[src/gcb_pkg.sv]
// ----------------------------------------------------------------------------
// gcb_pkg: grapheme cluster boundary counter package
// Class codes, widths, state types and the pair/emoji rule functions.
// ----------------------------------------------------------------------------
package gcb_pkg;

	localparam int NumClasses = 21;
	localparam int ClassW     = 5;
	localparam int CountW     = 31;
	localparam int CfgIdxW    = 1;

	typedef logic [ClassW-1:0]     class_t;
	typedef logic [CountW-1:0]     count_t;
	typedef logic [NumClasses-1:0] class_mask_t;
	typedef logic [CfgIdxW-1:0]    cfg_idx_t;

	localparam count_t CountMax = {CountW{1'b1}};

	localparam cfg_idx_t RegMinCount = 1'b0;
	localparam cfg_idx_t RegMaxCount = 1'b1;

	localparam class_t K_OTHER     = 5'd0;
	localparam class_t K_CONS      = 5'd1;
	localparam class_t K_IEXT      = 5'd2;
	localparam class_t K_ILINK     = 5'd3;
	localparam class_t K_CR        = 5'd4;
	localparam class_t K_EXT       = 5'd5;
	localparam class_t K_EXT_IEXT  = 5'd6;
	localparam class_t K_EXT_ILINK = 5'd7;
	localparam class_t K_PICT      = 5'd8;
	localparam class_t K_L         = 5'd9;
	localparam class_t K_V         = 5'd10;
	localparam class_t K_T         = 5'd11;
	localparam class_t K_LV        = 5'd12;
	localparam class_t K_LVT       = 5'd13;
	localparam class_t K_PREP      = 5'd14;
	localparam class_t K_RI        = 5'd15;
	localparam class_t K_SMARK     = 5'd16;
	localparam class_t K_ZWJ       = 5'd17;
	localparam class_t K_ZWJ_IEXT  = 5'd18;
	localparam class_t K_LF        = 5'd19;
	localparam class_t K_CTRL      = 5'd20;

	localparam logic [1:0] IndicNone   = 2'd0;
	localparam logic [1:0] IndicCons   = 2'd1;
	localparam logic [1:0] IndicExtend = 2'd2;
	localparam logic [1:0] IndicLinker = 2'd3;

	typedef struct packed {
		logic       emoji_seq;
		logic       ri_pair;
		logic [1:0] indic;
	} rule_state_t;

	function automatic class_mask_t cbit(input class_t k);
		cbit = class_mask_t'(1) << k;
	endfunction

	function automatic class_mask_t extlike_mask();
		extlike_mask = cbit(K_EXT) | cbit(K_EXT_IEXT) | cbit(K_EXT_ILINK) |
			cbit(K_ZWJ) | cbit(K_ZWJ_IEXT);
	endfunction

	function automatic class_mask_t gb9_mask();
		gb9_mask = extlike_mask() | cbit(K_SMARK);
	endfunction

	// classes that may follow a without a break (GB3, GB6-GB9b)
	function automatic class_mask_t pair_keep(input class_t a);
		unique case (a)
			K_CR:       pair_keep = cbit(K_LF);
			K_L:        pair_keep = cbit(K_L) | cbit(K_V) | cbit(K_LV) | cbit(K_LVT) | gb9_mask();
			K_V, K_LV:  pair_keep = cbit(K_V) | cbit(K_T) | gb9_mask();
			K_T, K_LVT: pair_keep = cbit(K_T) | gb9_mask();
			K_PREP:     pair_keep = gb9_mask() | ~(cbit(K_CR) | cbit(K_LF) | cbit(K_CTRL));
			K_LF, K_CTRL: pair_keep = '0;
			default:    pair_keep = gb9_mask();
		endcase
	endfunction

	function automatic class_mask_t emoji_next(input logic flag, input class_t a);
		emoji_next = '0;
		if (a == K_PICT) begin
			emoji_next = extlike_mask();
		end else if (flag && (a == K_ZWJ || a == K_ZWJ_IEXT)) begin
			emoji_next = cbit(K_PICT);
		end else if (flag && (a == K_EXT || a == K_EXT_IEXT || a == K_EXT_ILINK)) begin
			emoji_next = extlike_mask();
		end
	endfunction

endpackage

[src/gcb_if.sv]
// ----------------------------------------------------------------------------
// gcb_if: channel interfaces
// Input, result and configuration write channels with valid/ready.
// ----------------------------------------------------------------------------
interface gcb_in_if;
	logic            valid;
	logic            ready;
	gcb_pkg::class_t break_class;
	logic            first_item;
	logic            last_item;

	modport source (output valid, break_class, first_item, last_item, input ready);
	modport sink   (input valid, break_class, first_item, last_item, output ready);
endinterface

interface gcb_out_if;
	logic            valid;
	logic            ready;
	logic            is_boundary;
	gcb_pkg::count_t cluster_count;
	logic            count_in_range;

	modport source (output valid, is_boundary, cluster_count, count_in_range, input ready);
	modport sink   (input valid, is_boundary, cluster_count, count_in_range, output ready);
endinterface

interface gcb_cfg_if;
	logic              valid;
	logic              ready;
	gcb_pkg::cfg_idx_t index;
	gcb_pkg::count_t   data;

	modport source (output valid, index, data, input ready);
	modport sink   (input valid, index, data, output ready);
endinterface

[src/gcb_rules.sv]
// ----------------------------------------------------------------------------
// gcb_rules: boundary decision
// Applies the pair, emoji ZWJ, regional indicator and Indic linker rules.
// ----------------------------------------------------------------------------
module gcb_rules (
	input  gcb_pkg::class_t      prev_class,
	input  gcb_pkg::class_t      cur_class,
	input  logic                 first_item,
	input  gcb_pkg::rule_state_t cur_state,
	output gcb_pkg::rule_state_t next_state,
	output logic                 brk
);

	gcb_pkg::class_mask_t bm;
	logic                 emoji_n;
	logic                 ri_n;
	logic [1:0]           indic_n;
	logic                 keep;

	assign bm = gcb_pkg::cbit(cur_class);

	always_comb begin
		indic_n = (prev_class == gcb_pkg::K_CONS) ? gcb_pkg::IndicCons : gcb_pkg::IndicNone;
		if (cur_state.indic != gcb_pkg::IndicNone) begin
			if (prev_class == gcb_pkg::K_IEXT || prev_class == gcb_pkg::K_ZWJ_IEXT ||
				prev_class == gcb_pkg::K_EXT_IEXT) begin
				indic_n = (cur_state.indic == gcb_pkg::IndicLinker) ?
					gcb_pkg::IndicLinker : gcb_pkg::IndicExtend;
			end else if (prev_class == gcb_pkg::K_ILINK ||
				prev_class == gcb_pkg::K_EXT_ILINK) begin
				indic_n = gcb_pkg::IndicLinker;
			end
		end
	end

	assign emoji_n = |(gcb_pkg::emoji_next(cur_state.emoji_seq, prev_class) & bm);
	assign ri_n    = !cur_state.ri_pair && prev_class == gcb_pkg::K_RI &&
		cur_class == gcb_pkg::K_RI;

	assign keep = |(gcb_pkg::pair_keep(prev_class) & bm) ||
		(indic_n == gcb_pkg::IndicLinker && cur_class == gcb_pkg::K_CONS) ||
		(emoji_n && (prev_class == gcb_pkg::K_ZWJ || prev_class == gcb_pkg::K_ZWJ_IEXT) &&
			cur_class == gcb_pkg::K_PICT) ||
		ri_n;

	always_comb begin
		if (first_item) begin
			next_state = '0;
			brk        = 1'b1;
		end else begin
			next_state.emoji_seq = emoji_n && keep;
			next_state.ri_pair   = ri_n && keep;
			next_state.indic     = indic_n;
			brk                  = !keep;
		end
	end

endmodule

[src/grapheme_cluster_boundary_counter_top.sv]
// ----------------------------------------------------------------------------
// grapheme_cluster_boundary_counter_top: grapheme cluster boundary counter
//
// din carries one code point per transaction as its break class, with
// first_item / last_item marking string edges. dout returns one result per
// input transaction: is_boundary, the saturating cluster_count and, on the
// last item, whether the count lies in [min_count, max_count]. cfg writes
// min_count (index 0) or max_count (index 1); it is always ready and must be
// used only while the block is idle.
// An input transaction passes through one input register, then the rule
// logic feeding the result register. The block takes one code point per
// cycle while dout does not stall, as set by the rule/state update loop.
// When dout stalls, the input register still takes one more transaction,
// after which din.ready drops until the result register drains.
// Reset clears the rule state, the count and the valids, and sets
// min_count to 0 and max_count to 2^31-1.
// ----------------------------------------------------------------------------
module grapheme_cluster_boundary_counter_top (
	input logic      clk,
	input logic      arst_n,
	gcb_in_if.sink   din,
	gcb_out_if.source dout,
	gcb_cfg_if.sink  cfg
);

	logic                 valid_s1;
	gcb_pkg::class_t      class_s1;
	logic                 first_s1;
	logic                 last_s1;

	gcb_pkg::class_t      prev_class_q;
	gcb_pkg::rule_state_t state_q;
	gcb_pkg::count_t      count_q;
	gcb_pkg::count_t      min_count_q;
	gcb_pkg::count_t      max_count_q;

	logic                 out_valid_q;
	logic                 is_boundary_q;
	gcb_pkg::count_t      cluster_count_q;
	logic                 range_ok_q;

	logic                 out_free;
	logic                 advance;
	gcb_pkg::class_t      class_in;
	gcb_pkg::rule_state_t state_n;
	logic                 brk;
	gcb_pkg::count_t      count_n;

	assign out_free  = !out_valid_q || dout.ready;
	assign advance   = valid_s1 && out_free;
	assign din.ready = !valid_s1 || out_free;
	assign cfg.ready = 1'b1;

	assign class_in = (din.break_class >= gcb_pkg::class_t'(gcb_pkg::NumClasses)) ?
		gcb_pkg::K_OTHER : din.break_class;

	always_ff @(posedge clk or negedge arst_n) begin
		if (!arst_n) begin
			valid_s1 <= 1'b0;
		end else if (din.ready) begin
			valid_s1 <= din.valid;
		end
	end

	always_ff @(posedge clk) begin
		if (din.valid && din.ready) begin
			class_s1 <= class_in;
			first_s1 <= din.first_item;
			last_s1  <= din.last_item;
		end
	end

	gcb_rules u_rules (
		.prev_class (prev_class_q),
		.cur_class  (class_s1),
		.first_item (first_s1),
		.cur_state  (state_q),
		.next_state (state_n),
		.brk        (brk)
	);

	always_comb begin
		if (first_s1) begin
			count_n = gcb_pkg::count_t'(1);
		end else if (brk && count_q != gcb_pkg::CountMax) begin
			count_n = count_q + gcb_pkg::count_t'(1);
		end else begin
			count_n = count_q;
		end
	end

	always_ff @(posedge clk or negedge arst_n) begin
		if (!arst_n) begin
			prev_class_q <= gcb_pkg::K_OTHER;
			state_q      <= '0;
			count_q      <= '0;
			out_valid_q  <= 1'b0;
		end else begin
			if (advance) begin
				prev_class_q <= class_s1;
				state_q      <= state_n;
				count_q      <= count_n;
			end
			if (out_free) begin
				out_valid_q <= valid_s1;
			end
		end
	end

	always_ff @(posedge clk) begin
		if (advance) begin
			is_boundary_q   <= brk;
			cluster_count_q <= count_n;
			range_ok_q      <= last_s1 && count_n >= min_count_q && count_n <= max_count_q;
		end
	end

	always_ff @(posedge clk or negedge arst_n) begin
		if (!arst_n) begin
			min_count_q <= '0;
			max_count_q <= gcb_pkg::CountMax;
		end else if (cfg.valid && cfg.ready) begin
			unique case (cfg.index)
				gcb_pkg::RegMinCount: min_count_q <= cfg.data;
				gcb_pkg::RegMaxCount: max_count_q <= cfg.data;
				default: ;
			endcase
		end
	end

	assign dout.valid          = out_valid_q;
	assign dout.is_boundary    = is_boundary_q;
	assign dout.cluster_count  = cluster_count_q;
	assign dout.count_in_range = range_ok_q;

endmodule

[src/flat_wrapper.sv]
// flat-port wrapper written by rule: the top's interface ports become plain ports
module grapheme_cluster_boundary_counter_top_flat 
  (clk, arst_n, din_valid, din_break_class, din_first_item, din_last_item, din_ready, dout_valid, dout_is_boundary, dout_cluster_count, dout_count_in_range, dout_ready, cfg_valid, cfg_index, cfg_data, cfg_ready);
  gcb_in_if din_i ();
  gcb_out_if dout_i ();
  gcb_cfg_if cfg_i ();
  input logic clk;
  input logic arst_n;
  input wire logic [$bits(din_i.valid)-1:0] din_valid;
  input wire logic [$bits(din_i.break_class)-1:0] din_break_class;
  input wire logic [$bits(din_i.first_item)-1:0] din_first_item;
  input wire logic [$bits(din_i.last_item)-1:0] din_last_item;
  output wire logic [$bits(din_i.ready)-1:0] din_ready;
  output wire logic [$bits(dout_i.valid)-1:0] dout_valid;
  output wire logic [$bits(dout_i.is_boundary)-1:0] dout_is_boundary;
  output wire logic [$bits(dout_i.cluster_count)-1:0] dout_cluster_count;
  output wire logic [$bits(dout_i.count_in_range)-1:0] dout_count_in_range;
  input wire logic [$bits(dout_i.ready)-1:0] dout_ready;
  input wire logic [$bits(cfg_i.valid)-1:0] cfg_valid;
  input wire logic [$bits(cfg_i.index)-1:0] cfg_index;
  input wire logic [$bits(cfg_i.data)-1:0] cfg_data;
  output wire logic [$bits(cfg_i.ready)-1:0] cfg_ready;
  assign din_i.valid = din_valid;
  assign din_i.break_class = din_break_class;
  assign din_i.first_item = din_first_item;
  assign din_i.last_item = din_last_item;
  assign din_ready = din_i.ready;
  assign dout_valid = dout_i.valid;
  assign dout_is_boundary = dout_i.is_boundary;
  assign dout_cluster_count = dout_i.cluster_count;
  assign dout_count_in_range = dout_i.count_in_range;
  assign dout_i.ready = dout_ready;
  assign cfg_i.valid = cfg_valid;
  assign cfg_i.index = cfg_index;
  assign cfg_i.data = cfg_data;
  assign cfg_ready = cfg_i.ready;
  grapheme_cluster_boundary_counter_top u_core (.clk(clk), .arst_n(arst_n), .din(din_i), .dout(dout_i), .cfg(cfg_i));
endmodule
[config.mk]
export PLATFORM = sky130hd
export DESIGN_NAME = grapheme_cluster_boundary_counter_top_flat
export DESIGN_NICKNAME = d
export VERILOG_FILES = /design/src/gcb_pkg.sv /design/src/gcb_if.sv /design/src/gcb_rules.sv /design/src/grapheme_cluster_boundary_counter_top.sv /design/src/flat_wrapper.sv
export SDC_FILE = /design/constraint.sdc
export NUM_CORES = 1
export LEC_CHECK = 0
export ABC_CLOCK_PERIOD_IN_PS = 5300
export BUFFER_PORTS_ARGS = -buffer_cell sky130_fd_sc_hd__buf_2
export CORE_MARGIN = 4
export CORE_UTILIZATION = 48
export DETAILED_ROUTE_END_ITERATION = 8
export PLACE_DENSITY_LB_ADDON = 0.08
export REMOVE_ABC_BUFFERS = 1
export SLEW_MARGIN = 15
export SYNTH_ARGS = -nofsm -noshare
export SYNTH_HDL_FRONTEND = slang
export SYNTH_SLANG_ARGS = --single-unit
[constraint.sdc]
create_clock -name clk -period 5.3 [get_ports clk]
set_clock_uncertainty 0.1 [all_clocks]
set_input_delay 0.265 -clock clk [delete_from_list [all_inputs] [get_ports clk]]
set_output_delay 0.265 -clock clk [all_outputs]
set_load 0.03 [all_outputs]
======== Word level (Yosys, flattened, before mapping) ========
Memory sizes are Yosys's and may differ from the RTL's.
Index checks and enable logic that the tools add are counted.
operators by class
  bitwise gates (word level) .............. 3
  $add $sub $neg .......................... 1
  eq/ne operators ......................... 16
  reductions and logical operators ........ 34
  mux-type cells .......................... 12
  magnitude comparators ................... 3
  multipliers ............................. 0
  divide/modulo/power cells ............... 0
  shift operators ......................... 1
operator list
  operator                 count
  $mux W31                 2
  $mux W19                 3
  $and A21 B21 Y21         2
  $reduce_or A21 Y1        2
  $add A31 B1 Y31 const B  1
  $ge A31 B31 Y1           1
  $le A31 B31 Y1           1
  $ne A31 B31 Y1 const B   1
  $shl A1 B5 Y21 const A   1
  $eq A5 B4 Y1 const B     4
  $eq A5 B3 Y1 const B     3
  $logic_and A1 B1 Y1      14
  $logic_or A1 B1 Y1       11
  $eq A5 B1 Y1 const B     2
  $eq A5 B2 Y1 const B     2
  $eq A5 B5 Y1 const B     2
  $mux W2                  3
  $ge A5 B5 Y1 const B     1
  $eq A2 B2 Y1 const B     2
  $logic_not A1 Y1         4
  $mux W4                  1
  $reduce_and A2 Y1        2
  $mux W1                  3
  $reduce_bool A2 Y1       1
  $not A1 Y1               1
word-level totals
  register bits ........................... 144
  memories ................................ 1
  output and inout bits ................... 36
  bits in read-only memories .............. 608
  input bits .............................. 44
  bits in latches ......................... 0
  memory bits (writable) .................. 0
memory list
  name             depth  bits a word  read ports  clocked after memory_dff  wr ports  RTL line       source
  (no name shown)  32     19           1           0                         0         gcb_pkg.sv:70  unique case (a)

======== Longest topological paths before layout ========
Gate-level depths: netlist of the first run.
  depth after elaboration ................. 21
  gate-level depth with buffers ........... 21
  gate-level depth less buffers ........... 19

======== By module ========
From an unflattened synthesis of the first run, not the netlist that was laid out.
unflattened totals
  cell total of the unflattened synthesis .. 858
  area, all modules ....................... 8,403.1 um2
modules (own cells, without submodules)
  module                                 times used  area an instance (um2)  cells an instance
  grapheme_cluster_boundary_counter_top  1           7,926.4                 788
  gcb_rules                              1           476.7                   70

======== Least setup slack after synthesis of the first run ========
No wires, ideal clock.
  path kind ............................... flip-flop to flip-flop
  start point ............................. register u_core.prev_class_q[0]
  end point ............................... register u_core.range_ok_q (netlist: u_core.dout.count_in_range), data pin
  path slack .............................. 0.995 ns
  buffers on the path ..................... 2
  required time ........................... 4.936 ns
  setup time .............................. 0.264 ns
  data arrival time ....................... 3.941 ns
  cell stages (with the launch flop) ...... 20
  cell sequence ........................... dfrtp_1 -> inv_1 -> ha_1 -> mux4_2 -> and4_1 -> nor3_2 -> and2_1 -> buf_4 -> buf_2 -> nand3_1 -> a21oi_1 -> ha_1 -> nor2b_1 -> o21a_1 -> o21ai_0 -> nand2b_1 -> a2111oi_0 -> o221ai_1 -> a41oi_1 -> a22oi_1
between the ends
  cells in the longest elaborated chain, start to end .. 21
  elaborated cells on any way between the ends .. 48
  those cells by class .................... 2 x order compare; 11 x eq/ne; 10 x mux; 2 x bitwise; 22 x reduce/logical; 1 x memory
RTL lines
  item                                    RTL line                                      source
  start, declared                         grapheme_cluster_boundary_counter_top.sv:31   gcb_pkg::class_t prev_class_q;
  start signal, assigned                  grapheme_cluster_boundary_counter_top.sv:94   prev_class_q <= gcb_pkg::K_OTHER;
  start signal, assigned                  grapheme_cluster_boundary_counter_top.sv:100  prev_class_q <= class_s1;
  $eq A5 B3 Y1, on equally long branches  gcb_pkg.sv:87, gcb_rules.sv:26
  $logic_or A1 B1 Y1 (2 in a row)         gcb_pkg.sv:87                                 end else if (flag && (a == K_EXT || a == K_EXT_IEXT || a == K_EXT_ILINK)) begin
  $logic_and A1 B1 Y1                     gcb_pkg.sv:87
  $mux W19                                gcb_pkg.sv:87
  $mux W19                                gcb_pkg.sv:85                                 end else if (flag && (a == K_ZWJ || a == K_ZWJ_IEXT)) begin
  $mux W19                                gcb_pkg.sv:83                                 if (a == K_PICT) begin
  $and A21 B21 Y21                        gcb_rules.sv:36                               assign emoji_n = |(gcb_pkg::emoji_next(cur_state.emoji_seq, prev_class) & bm);
  $reduce_or A21 Y1                       gcb_rules.sv:36
  [5 not listed]                          n/a
  $mux W1 *                               gcb_rules.sv:47                               if (first_item) begin
  $logic_and A1 B1 Y1 *                   grapheme_cluster_boundary_counter_top.sv:85   end else if (brk && count_q != gcb_pkg::CountMax) begin
  $mux W31 *                              grapheme_cluster_boundary_counter_top.sv:85
  $mux W31 *                              grapheme_cluster_boundary_counter_top.sv:83   if (first_s1) begin
  named net u_core.count_n[1]             grapheme_cluster_boundary_counter_top.sv:47   gcb_pkg::count_t count_n;
  $ge A31 B31 Y1                          grapheme_cluster_boundary_counter_top.sv:114  range_ok_q <= last_s1 && count_n >= min_count_q && count_n <= max_count_q;
  $logic_and A1 B1 Y1                     grapheme_cluster_boundary_counter_top.sv:114
  $logic_and A1 B1 Y1 *                   grapheme_cluster_boundary_counter_top.sv:114
  end signal, assigned                    grapheme_cluster_boundary_counter_top.sv:114
  end, declared                           grapheme_cluster_boundary_counter_top.sv:40   logic range_ok_q;
Mark *: on every way through the listed nets, which the timed path passes. The rest lies on a longest branch.
A chain may end at the register's enable or synchronous reset.

======== Final worst setup path of the first run ========
Same ends and word-level chain as after synthesis.

==> results.ini, run 1 <==
[setup_path]
cp_max_fo=11
startpoint_type=register
cp_num_buf_inv=1
cpMostUsedCell=ha_1
path_cells=inv_1 -> ha_1 -> mux4_2 -> and4_1 -> nor3_2 -> and2_2 -> nand3_1 -> a21oi_1 -> ha_1 -> nor2b_1 -> o21a_1 -> o21ai_0 -> nand2b_1 -> a2111oi_0 -> o221ai_1 -> a41oi_1 -> a22oi_1
critPathSlowestCell=mux4_2
crit_family=compound AO/OA/AOI/OAI gates
criticalPathCategory=register to register
crit_path_end_kind=register
crit_path_max_incr_delay_ps=460
r2r_slack_ps=330
arrival_ps=5020
critPathRequiredTime_ps=5350

[global_route]
grt_max_degree=74
grt_remaining_overflow=0
grt_pass1_vias=6643
grt_pass1_wl_um=33300
antenna_found_initial=0
grt.total_usage=0.207

[floorplanning]
die_h_um=141
dieArea_sq_um=19900
coreArea_sq_um=17400
start_util=0.491
fp.dieW_um=141
rows=48
io-pin-count=80

[drt]
post_drt_wl_per_cell_um=16.9
wirelength_um=20100
drc=0
antenna_left=0
drt-vias-per-instance=5.44
dr.pass1.iters=5
num_vias=6446
drtIter0Drc=444

[power]
p_leak_nw=4.59
ir_drop_v=0.000242
power.density_nw_per_um2=322

[run]
drv_cap=0

[final_layout]
diodes=0
area_delta_synth_final_pct=17.2
post-route-util=0.575
num-nets-final=1057
nFillCells=1528
drive_gt1_frac=0.223
final_cell_area_sq_um=9990
layout_common_cells=nand2_1 (88), buf_2 (77), dfrtp_1 (73)
final_common_cell=nand2_1
fin_cells=1184

[sta]
period_minus_slack_ps=4970
period_share=0.937
setup_tns_ps=0
slew_violations=0
holdWs_ps=0.369
slew_headroom=0.242
setup_viol=0
hold_violations=0
worst_pin_slew_ps=1140
max_freq_ghz=0.201
rsz0062_at_grt=false

[logic_synthesis]
ys.flop_type=dfrtp_1
synthesis.area_sq_um=8520
synthCells=848
ys_warn_count=0
avgSynthCellArea_sq_um=10.0
ys_seq_area_frac=0.451
ys_seq_elements=144
synth_cell_types=79
synth-edff-count=40
async_reset_ff_frac=0.722

[place]
place_congestion=0.891
port_buffers=78
dp.cells=1118
detailed_place_hpwl_um=14200
place_area_sq_um=9080

[clock_tree]
cts_buffers=17
post_cts_buffers=0
worstSkewPairLatency_ps=420
cts_tree=built
htree_levels=4
cts.sink_count=144
path_clk_slew_ps=60
clockRootBuffer=clkbuf_16
cts_buffer_depth=2

[run_status]
status=complete, no violations

[hold_path]
min_path_type=input pin to register

## worst paths after layout
path,start,end,cells past startpoint
worst max-delay path,u_core.prev_class_q[0]$_DFFE_PN0P_,u_core.dout.count_in_range$_DFFE_PP_,17
worst min-delay path,cfg_data[30],u_core.min_count_q[30]$_DFFE_PN0P_,3
worst max register to register,u_core.prev_class_q[0]$_DFFE_PN0P_,u_core.dout.count_in_range$_DFFE_PP_,17
worst min register to register,u_core.state_q[2]$_DFFE_PN0P_,u_core.state_q[2]$_DFFE_PN0P_,2
max in group asynchronous,arst_n,u_core.min_count_q[14]$_DFFE_PN0P_,3
min in group asynchronous,arst_n,u_core.min_count_q[28]$_DFFE_PN0P_,2
## cells by family (layout without fill, tap and decap cells)
logic type	Yosys count	after routing	synth area share
XOR/XNOR	25	25	0.0257
adder cells (fa/ha/maj)	67	67	0.0984
AO/OA/AOI/OAI	153	153	0.115
multiplexers	56	56	0.0721
other	1	1	0.000440
flip-flops	144	144	0.451
buffers and inverters	110	221	0.0521
AND/OR/NAND/NOR	292	292	0.185
## routing by layer
| metal | vias to the layer above | share of wire | track usage |
|---|---|---|---|
| met3 | 21 | 0.039 | 0.0407 |
| met5 | - | 0 | 0 |
| met2 | 129 | 0.50 | 0.355 |
| met4 | 0 | 0.012 | 0.0474 |
| met1 | 3098 | 0.45 | 0.273 |
| li1 | 3198 | - | - |
## layout make-up
| type | count | area (sq um) | share of cell area |
|---|---|---|---|
| clock inverter | 10 | 82.6 | 0.00827 |
| sequential | 144 | 3840 | 0.385 |
| inverter | 68 | 255 | 0.0256 |
| tap | 225 | 282 | 0.0282 |
| clock buffer | 22 | 475 | 0.0476 |
| timing repair buffer | 121 | 801 | 0.0802 |
| multi-input combinational | 594 | 4250 | 0.425 |
## power by group
part	leakage (nW)	internal [W]	switching (W)
clock network	0.284	0.000683	0.000467
registers	1.66	0.00130	0.000101
logic	2.64	0.000268	0.000395
total	4.59	0.00225	0.000963
## worst reg2reg max path, stage by stage (launching register included)
cell	delay (ps)
dfrtp_1	400
inv_1	130
ha_1	240
mux4_2	460
and4_1	200
nor3_2	300
and2_2	380
nand3_1	110
a21oi_1	410
ha_1	330
nor2b_1	140
o21a_1	160
o21ai_0	160
nand2b_1	70
a2111oi_0	450
o221ai_1	290
a41oi_1	270
a22oi_1	110
## state kept, by name, summed over array words and instances (netlist names)
name	cells
u_core.count_q	31
u_core.dout.cluster_count	31
u_core.max_count_q	31
u_core.min_count_q	31
u_core.class_s1	5
u_core.prev_class_q	5
u_core.state_q	4
u_core.dout.count_in_range	1
u_core.dout.is_boundary	1
u_core.dout.valid	1
u_core.first_s1	1
u_core.last_s1	1
u_core.valid_s1	1
## cells in the mapped netlist (all sizes together) (13+ instances only)
cell type	n	area (sq um)
a21o	21	158
a21oi	24	131
clkbuf	30	115
dfrtp	73	1830
dfstp	31	815
edfxtp	40	1200
ha	67	838
inv	68	255
mux2	33	372
mux2i	22	220
nand2	91	352
nand3	21	105
nand4	21	138
nor2	70	268
o21ai	63	315
xor2	13	114
## timing repair
| item | CTS | global route |
|---|---|---|
| endpoints found under the setup margin | 0 | 1 |
| hold endpoints to repair | 72 | 0 |
| gates resized for setup | 0 | 3 |
| hold buffers | 34 | 0 |
## per-stage QoR
stage / setup WS (ps) / power (W)
after global routing: 26.0 / 0.00339
after CTS: 132 / 0.00325
after floorplan: 932 / 0.00185
final: 332 / 0.00322
after detailed placement: 182 / 0.00206
after global placement: 268 / 0.00203
No activity file was read; power rests on OpenSTA's default activity.
==> run 2: changes to the inputs <==
--- a/config.mk
+++ b/config.mk
@@ -8,7 +8,7 @@
 export ABC_CLOCK_PERIOD_IN_PS = 5300
 export BUFFER_PORTS_ARGS = -buffer_cell sky130_fd_sc_hd__buf_2
 export CORE_MARGIN = 4
-export CORE_UTILIZATION = 48
+export CORE_UTILIZATION = 40
 export DETAILED_ROUTE_END_ITERATION = 8
 export PLACE_DENSITY_LB_ADDON = 0.08
 export REMOVE_ABC_BUFFERS = 1
==> run 2 against run 1 <==
  * Power increased by 1.2%
  * Setup slack improved by 170 ps
  * Wire length increased by 3.1%
  * Sequential power about the same
  * Via count increased by 0.25%
==> results.ini, run 2 (synthesis results as in run 1) <==
[drt]
post_drt_wl_per_cell_um=16.7  ; -1.3%
drc=0  ; unchanged
drtIter0Drc=314  ; -29%
drt-vias-per-instance=5.22  ; -4.0%
dr.pass1.iters=4  ; -1
antenna_left=0  ; unchanged
wirelength_um=20700  ; +3.1%
num_vias=6462  ; +0.25%

[setup_path]
r2r_slack_ps=500  ; +170 ps
r2r_start=u_core.prev_class_q[0]$_DFFE_PN0P_
criticalPathCategory=register to register
arrival_ps=4860  ; -160 ps
critPathRequiredTime_ps=5370  ; +20 ps
cp_max_fo=10  ; -1
reg2regPathDepth=17  ; unchanged
crit_path_end_kind=register
startpoint_type=register
r2r_end=u_core.dout.count_in_range$_DFFE_PP_

[final_layout]
num-nets-final=1060  ; +0.28%
diodes=0  ; unchanged
layout_common_cells=nand2_1 (88), buf_2 (77), dfrtp_1 (73)
post-route-util=0.482  ; -0.0936
drive_gt1_frac=0.227  ; +0.00346
final_cell_area_sq_um=10100  ; +1.1%
area_delta_synth_final_pct=18.5
final_common_cell=nand2_1

[sta]
slew_headroom=0.452  ; +0.210
max_freq_ghz=0.209  ; +3.6%
period_share=0.905  ; -0.0326
worst_pin_slew_ps=821  ; -314 ps
setup_viol=0  ; unchanged
hold_violations=0  ; unchanged
rsz0062_at_grt=false
setup_tns_ps=0  ; unchanged
period_minus_slack_ps=4800  ; -173 ps
holdWs_ps=22.5  ; +22.1 ps
slew_violations=0  ; unchanged

[clock_tree]
cts_buffers=17  ; unchanged
cts_buffer_depth=2  ; unchanged
htree_levels=4  ; unchanged
cts_tree=built
worstSkewPairLatency_ps=420  ; about the same
clockRootBuffer=clkbuf_16
path_clk_slew_ps=60  ; about the same
cts.sink_count=144  ; unchanged

[floorplanning]
die_h_um=154  ; +9.0%
dieArea_sq_um=23700  ; +19%
io-pin-count=80  ; unchanged
start_util=0.406  ; -0.0843
coreArea_sq_um=21000  ; +21%
rows=53  ; +10%
fp.dieW_um=154  ; +9.0%

[power]
total_power_w=0.00326  ; +1.2%
power.density_nw_per_um2=323  ; +0.10%
p_leak_nw=4.60  ; +0.24%
ir_drop_v=0.000228  ; -5.8%

[place]
detailed_place_hpwl_um=15000  ; +5.8%
port_buffers=78  ; unchanged
place_congestion=0.851  ; -4.4%
place_area_sq_um=9170  ; +0.94%

[hold_path]
min_path_type=input pin to register
hold_start=cfg_data[30]
whs_path_depth=3  ; unchanged
hold_end=u_core.min_count_q[30]$_DFFE_PN0P_

[global_route]
grt_pass1_wl_um=34500  ; +3.7%
grt.total_usage=0.180  ; -0.0272
antenna_found_initial=0  ; unchanged
grt_remaining_overflow=0  ; unchanged
grt_pass1_vias=6562  ; -1.2%
grt_max_degree=64  ; -14%

[run]
drv_cap=0  ; unchanged

[run_status]
status=complete, no violations

run 2: cell count changes in the layout (fill, tap and decap cells not counted), sizes merged:
| cell | previous run | this run |
|---|---|---|
| inv | 71 | 76 |
| clkinv | 6 | 2 |
| buf | 87 | 90 |
| clkbuf | 22 | 19 |
| clkinvlp | 0 | 3 |
| bufinv | 1 | 0 |
run 2: what timing repair did:
action,in CTS,in global routing
endpoints found under the hold margin,86,0
gates resized for setup,0,2
endpoints found under the setup margin,0,1
hold buffers,34,0
setup buffers,0,0
run 2: routing by layer:
| metal | global-route usage | part of all wire | routed length, um | up-vias |
|---|---|---|---|---|
| li1 | - | - | - | 3188 |
| met1 | 0.242 | 0.47 | 9650 | 3126 |
| met2 | 0.301 | 0.48 | 9930 | 120 |
| met3 | 0.0312 | 0.039 | 803 | 28 |
| met4 | 0.0513 | 0.015 | 308 | 0 |
| met5 | 0 | 0 | 0 | - |
run 2: cell type report:
cell class	instances	area, sq um
timing repair buffer	124	823
inverter	68	255
sequential	144	3840
fill	2017	10900
clock buffer	19	475
tap	275	344
clock inverter	13	113
multi-input combinational	594	4240
run 2: stage by stage:
stage	cells	worst slack [ps]
6_report	1237	504
3_5_place_dp	1171	299
2_1_floorplan	806	932
5_1_grt	1237	128
4_1_cts	1237	249
3_3_place_gp	1171	384
run 2: how the worst max path moves through the flow:
stage | startpoint | endpoint | slack (ps) | depth (start not counted)
6_report | u_core.prev_class_q[0]$_DFFE_PN0P_ | u_core.dout.count_in_range$_DFFE_PP_ | 500 | 17
5_1_grt | u_core.prev_class_q[1]$_DFFE_PN0P_ | u_core.dout.count_in_range$_DFFE_PP_ | 130 | 17
4_1_cts | u_core.prev_class_q[0]$_DFFE_PN0P_ | u_core.dout.count_in_range$_DFFE_PP_ | 250 | 17
3_5_place_dp | u_core.prev_class_q[0]$_DFFE_PN0P_ | u_core.dout.count_in_range$_DFFE_PP_ | 300 | 17
3_3_place_gp | u_core.prev_class_q[0]$_DFFE_PN0P_ | u_core.dout.count_in_range$_DFFE_PP_ | 380 | 17
2_1_floorplan | u_core.prev_class_q[0]$_DFFE_PN0P_ | u_core.dout.count_in_range$_DFFE_PP_ | 930 | 18
run 2: worst max-delay path, stage by stage, from the launching register on:
cell,delay [ps]
dfrtp_1,380
inv_1,100
ha_1,300
mux4_2,450
and4_1,200
nor3_2,290
and2_2,350
nand3_1,100
a21oi_1,350
ha_1,310
nor2b_1,140
o21a_1,150
o21ai_0,140
nand2b_1,70
a2111oi_0,480
o221ai_1,270
a41oi_1,260
a22oi_1,100
run 2: where the power goes:
| part | switching (W) | internal, W | total, W | leakage (nW) |
|---|---|---|---|---|
| Combinational | 0.000386 | 0.000269 | 0.000655 | 2.66 |
| Clock | 0.000526 | 0.000671 | 0.00120 | 0.281 |
| Sequential | 0.000102 | 0.00130 | 0.00140 | 1.66 |
==> run 3: changes to the inputs <==
--- a/config.mk
+++ b/config.mk
@@ -6,10 +6,11 @@
 export NUM_CORES = 1
 export LEC_CHECK = 0
 export ABC_CLOCK_PERIOD_IN_PS = 5300
-export BUFFER_PORTS_ARGS = -buffer_cell sky130_fd_sc_hd__buf_2
+export BUFFER_PORTS_ARGS = -buffer_cell sky130_fd_sc_hd__buf_4
 export CORE_MARGIN = 4
 export CORE_UTILIZATION = 40
 export DETAILED_ROUTE_END_ITERATION = 8
+export MAX_ROUTING_LAYER = met4
 export PLACE_DENSITY_LB_ADDON = 0.08
 export REMOVE_ABC_BUFFERS = 1
 export SLEW_MARGIN = 15
==> run 3 against run 2 <==
  * Clock-buffer cell count increased by 2
  * Worst hold slack improved by 9.5 ps
  * Cell count unchanged
  * Register-to-register slack got worse by 140 ps
  * Via count increased by 0.20%
  * Setup slack got worse by 140 ps
  * Largest cell class unchanged
  * Fmax decreased by 2.8%
  * Utilization increased by 0.96 points
  * First-iteration DRC count increased by 6.1%
  * Combinational power increased by 3.5%
  * Wire length increased by 0.26%
  * Critical path type unchanged
  * Highest routed layer unchanged
==> results.ini, run 3 (synthesis results as in run 1) <==
[place]
place_congestion=0.834  ; -2.0%
port_buffers=78  ; unchanged
dp.cells=1170  ; -0.085%
detailed_place_hpwl_um=14800  ; -1.8%
place_area_sq_um=9350  ; +2.0%

[global_route]
grt_max_degree=64  ; unchanged
grt_remaining_overflow=0  ; unchanged
antenna_found_initial=0  ; unchanged
grt_pass1_wl_um=34600  ; +0.40%
grt.total_usage=0.186  ; +0.00544
grt_pass1_vias=6562  ; unchanged

[clock_tree]
cts.sink_count=144  ; unchanged
cts_tree=built
cts_buffers=17  ; unchanged
clockRootBuffer=clkbuf_16
htree_levels=4  ; unchanged
post_cts_buffers=0  ; unchanged
path_clk_slew_ps=60  ; about the same
worstSkewPairLatency_ps=430  ; about the same
cts_buffer_depth=2  ; unchanged

[run_status]
status=complete, no violations

[power]
swShare=0.306  ; -0.00574
p_leak_nw=4.68  ; +1.6%
seqPwrFrac=0.427  ; -0.004
combPwrFrac=0.206  ; +0.005
ir_drop_v=0.000240  ; +5.4%
power.density_nw_per_um2=320  ; -0.88%
p_switching_w=0.00101  ; -0.77%
p_clk_frac=0.367  ; about the same
internal_power_w=0.00229  ; +1.9%

[drt]
antenna_left=0  ; unchanged
wirelength_um=20700  ; +0.26%
drtIter0Drc=333  ; +6.1%
drt-vias-per-instance=5.23  ; +0.20%
num_vias=6475  ; +0.20%
drc=0  ; unchanged
post_drt_wl_per_cell_um=16.8  ; +0.26%
dr.pass1.iters=5  ; +1

[sta]
max_freq_ghz=0.203  ; -2.8%
setup_viol=0  ; unchanged
slew_violations=0  ; unchanged
setup_tns_ps=0  ; unchanged
hold_violations=0  ; unchanged
period_minus_slack_ps=4930  ; +138 ps
rsz0062_at_grt=false
period_share=0.931  ; +0.0260
worst_pin_slew_ps=973  ; +151 ps
slew_headroom=0.351  ; -0.101

[setup_path]
r2r_start=u_core.prev_class_q[0]$_DFFE_PN0P_
crit_path_end_kind=register
criticalPathCategory=register to register
reg2regPathDepth=17  ; unchanged
r2r_end=u_core.dout.count_in_range$_DFFE_PP_
arrival_ps=5090  ; +230 ps
cp_max_fo=12  ; +2
startpoint_type=register
r2r_slack_ps=370  ; -140 ps
critPathRequiredTime_ps=5460  ; +90 ps

[floorplanning]
die_h_um=154  ; unchanged
coreArea_sq_um=21000  ; unchanged
fp.dieW_um=154  ; unchanged
rows=53  ; unchanged
io-pin-count=80  ; unchanged
start_util=0.406  ; unchanged
dieArea_sq_um=23700  ; unchanged

[hold_path]
min_path_type=input pin to register
hold_end=u_core.class_s1[3]$_SDFFCE_PP0P_
whs_path_depth=2  ; -1
hold_start=din_break_class[4]

[final_layout]
fin_cells=1237  ; unchanged
area_delta_synth_final_pct=20.9
nFillCells=1993  ; -1.2%
num-nets-final=1060  ; unchanged
diodes=0  ; unchanged
layout_common_cells=buf_4 (89), nand2_1 (88), dfrtp_1 (73)
final_common_cell=buf_4
drive_gt1_frac=0.226  ; -0.00104
final_cell_area_sq_um=10300  ; +2.0%

[run]
drv_cap=0  ; unchanged

-- run 3: cell count changes in the layout (fill, tap and decap cells not counted) --
| cell | delta |
|---|---|
| clkinv_1 | -1 |
| clkinv_2 | +1 |
| dlygate4sd3_1 | +1 |
| inv_8 | -2 |
| clkinv_4 | +3 |
| inv_2 | -1 |
| clkbuf_1 | +1 |
| clkinvlp_4 | -3 |
| inv_6 | -3 |
| buf_4 | +76 |
| buf_2 | -77 |
| inv_4 | +4 |
| clkbuf_16 | +1 |
-- run 3: power by group through the flow --
| stage | logic (W) | clock network, W | registers, W |
|---|---|---|---|
| 2_1_floorplan | 0.000400 | 0 | 0.00144 |
| 3_3_place_gp | 0.000643 | 0 | 0.00142 |
| 3_5_place_dp | 0.000661 | 0 | 0.00143 |
| 4_1_cts | 0.000686 | 0.00123 | 0.00141 |
| 5_1_grt | 0.000768 | 0.00128 | 0.00143 |
| 6_report | 0.000678 | 0.00121 | 0.00141 |
-- run 3: critical path: stages, from the launching register on --
cell and delay [ps]:
dfrtp_1 400, inv_1 130, ha_1 250, mux4_2 460, and4_1 200, nor3_2 280
and2_2 380, nand3_1 110, a21oi_1 320, ha_1 300, nor2b_1 130, o21a_1 160
o21a_1 160, o21ai_0 170, a21oi_1 120, a2111oi_1 740, o21ai_0 150, a22oi_1 190
-- run 3: area by class of cell --
type / count / area, sq um / share of cell area
Clock buffer: 21 / 504 / 0.0490
Clock inverter: 11 / 88.8 / 0.00863
Inverter: 68 / 256 / 0.0249
Multi-Input combinational cell: 594 / 4240 / 0.412
Sequential cell: 144 / 3840 / 0.373
Tap cell: 275 / 344 / 0.0334
Timing Repair Buffer: 124 / 1020 / 0.0989
-- run 3: worst max-delay path by stage --
stage / startpoint / to / slack, ps
final: u_core.prev_class_q[0]$_DFFE_PN0P_ / u_core.dout.count_in_range$_DFFE_PP_ / 370
after global routing: u_core.prev_class_q[0]$_DFFE_PN0P_ / u_core.dout.count_in_range$_DFFE_PP_ / 60
after CTS: u_core.prev_class_q[0]$_DFFE_PN0P_ / u_core.dout.count_in_range$_DFFE_PP_ / 130
after detailed placement: u_core.prev_class_q[0]$_DFFE_PN0P_ / u_core.dout.count_in_range$_DFFE_PP_ / 170
after global placement: u_core.prev_class_q[0]$_DFFE_PN0P_ / u_core.dout.count_in_range$_DFFE_PP_ / 240
after floorplan: u_core.prev_class_q[0]$_DFFE_PN0P_ / u_core.dout.count_in_range$_DFFE_PP_ / 930
-- run 3: timing repair --
action	4_1_cts	5_1_grt
hold buffers	35	0
endpoints found under the setup margin	0	1
hold endpoints to repair	109	0
gates resized for setup	0	2
-- run 3: layer usage --
metal | up-vias | track usage | part of all wire
li1 | 3189 | - | -
met1 | 3112 | 0.247 | 0.48
met2 | 145 | 0.293 | 0.47
met3 | 29 | 0.0270 | 0.036
met4 | 0 | 0.0618 | 0.019
met5 | - | - | 0
-- run 3: metrics by stage --
| stage | total power, W | util | setup WS [ps] | hold slack [ps] |
|---|---|---|---|---|
| 2_1_floorplan | 0.00185 | - | 932 | -131 |
| 3_3_place_gp | 0.00206 | 0.446 | 239 | 271 |
| 3_5_place_dp | 0.00209 | 0.446 | 171 | 278 |
| 4_1_cts | 0.00332 | 0.491 | 128 | 16.5 |
| 5_1_grt | 0.00348 | 0.491 | 55.3 | 31.1 |
| 6_report | 0.00329 | 0.491 | 367 | 32.0 |
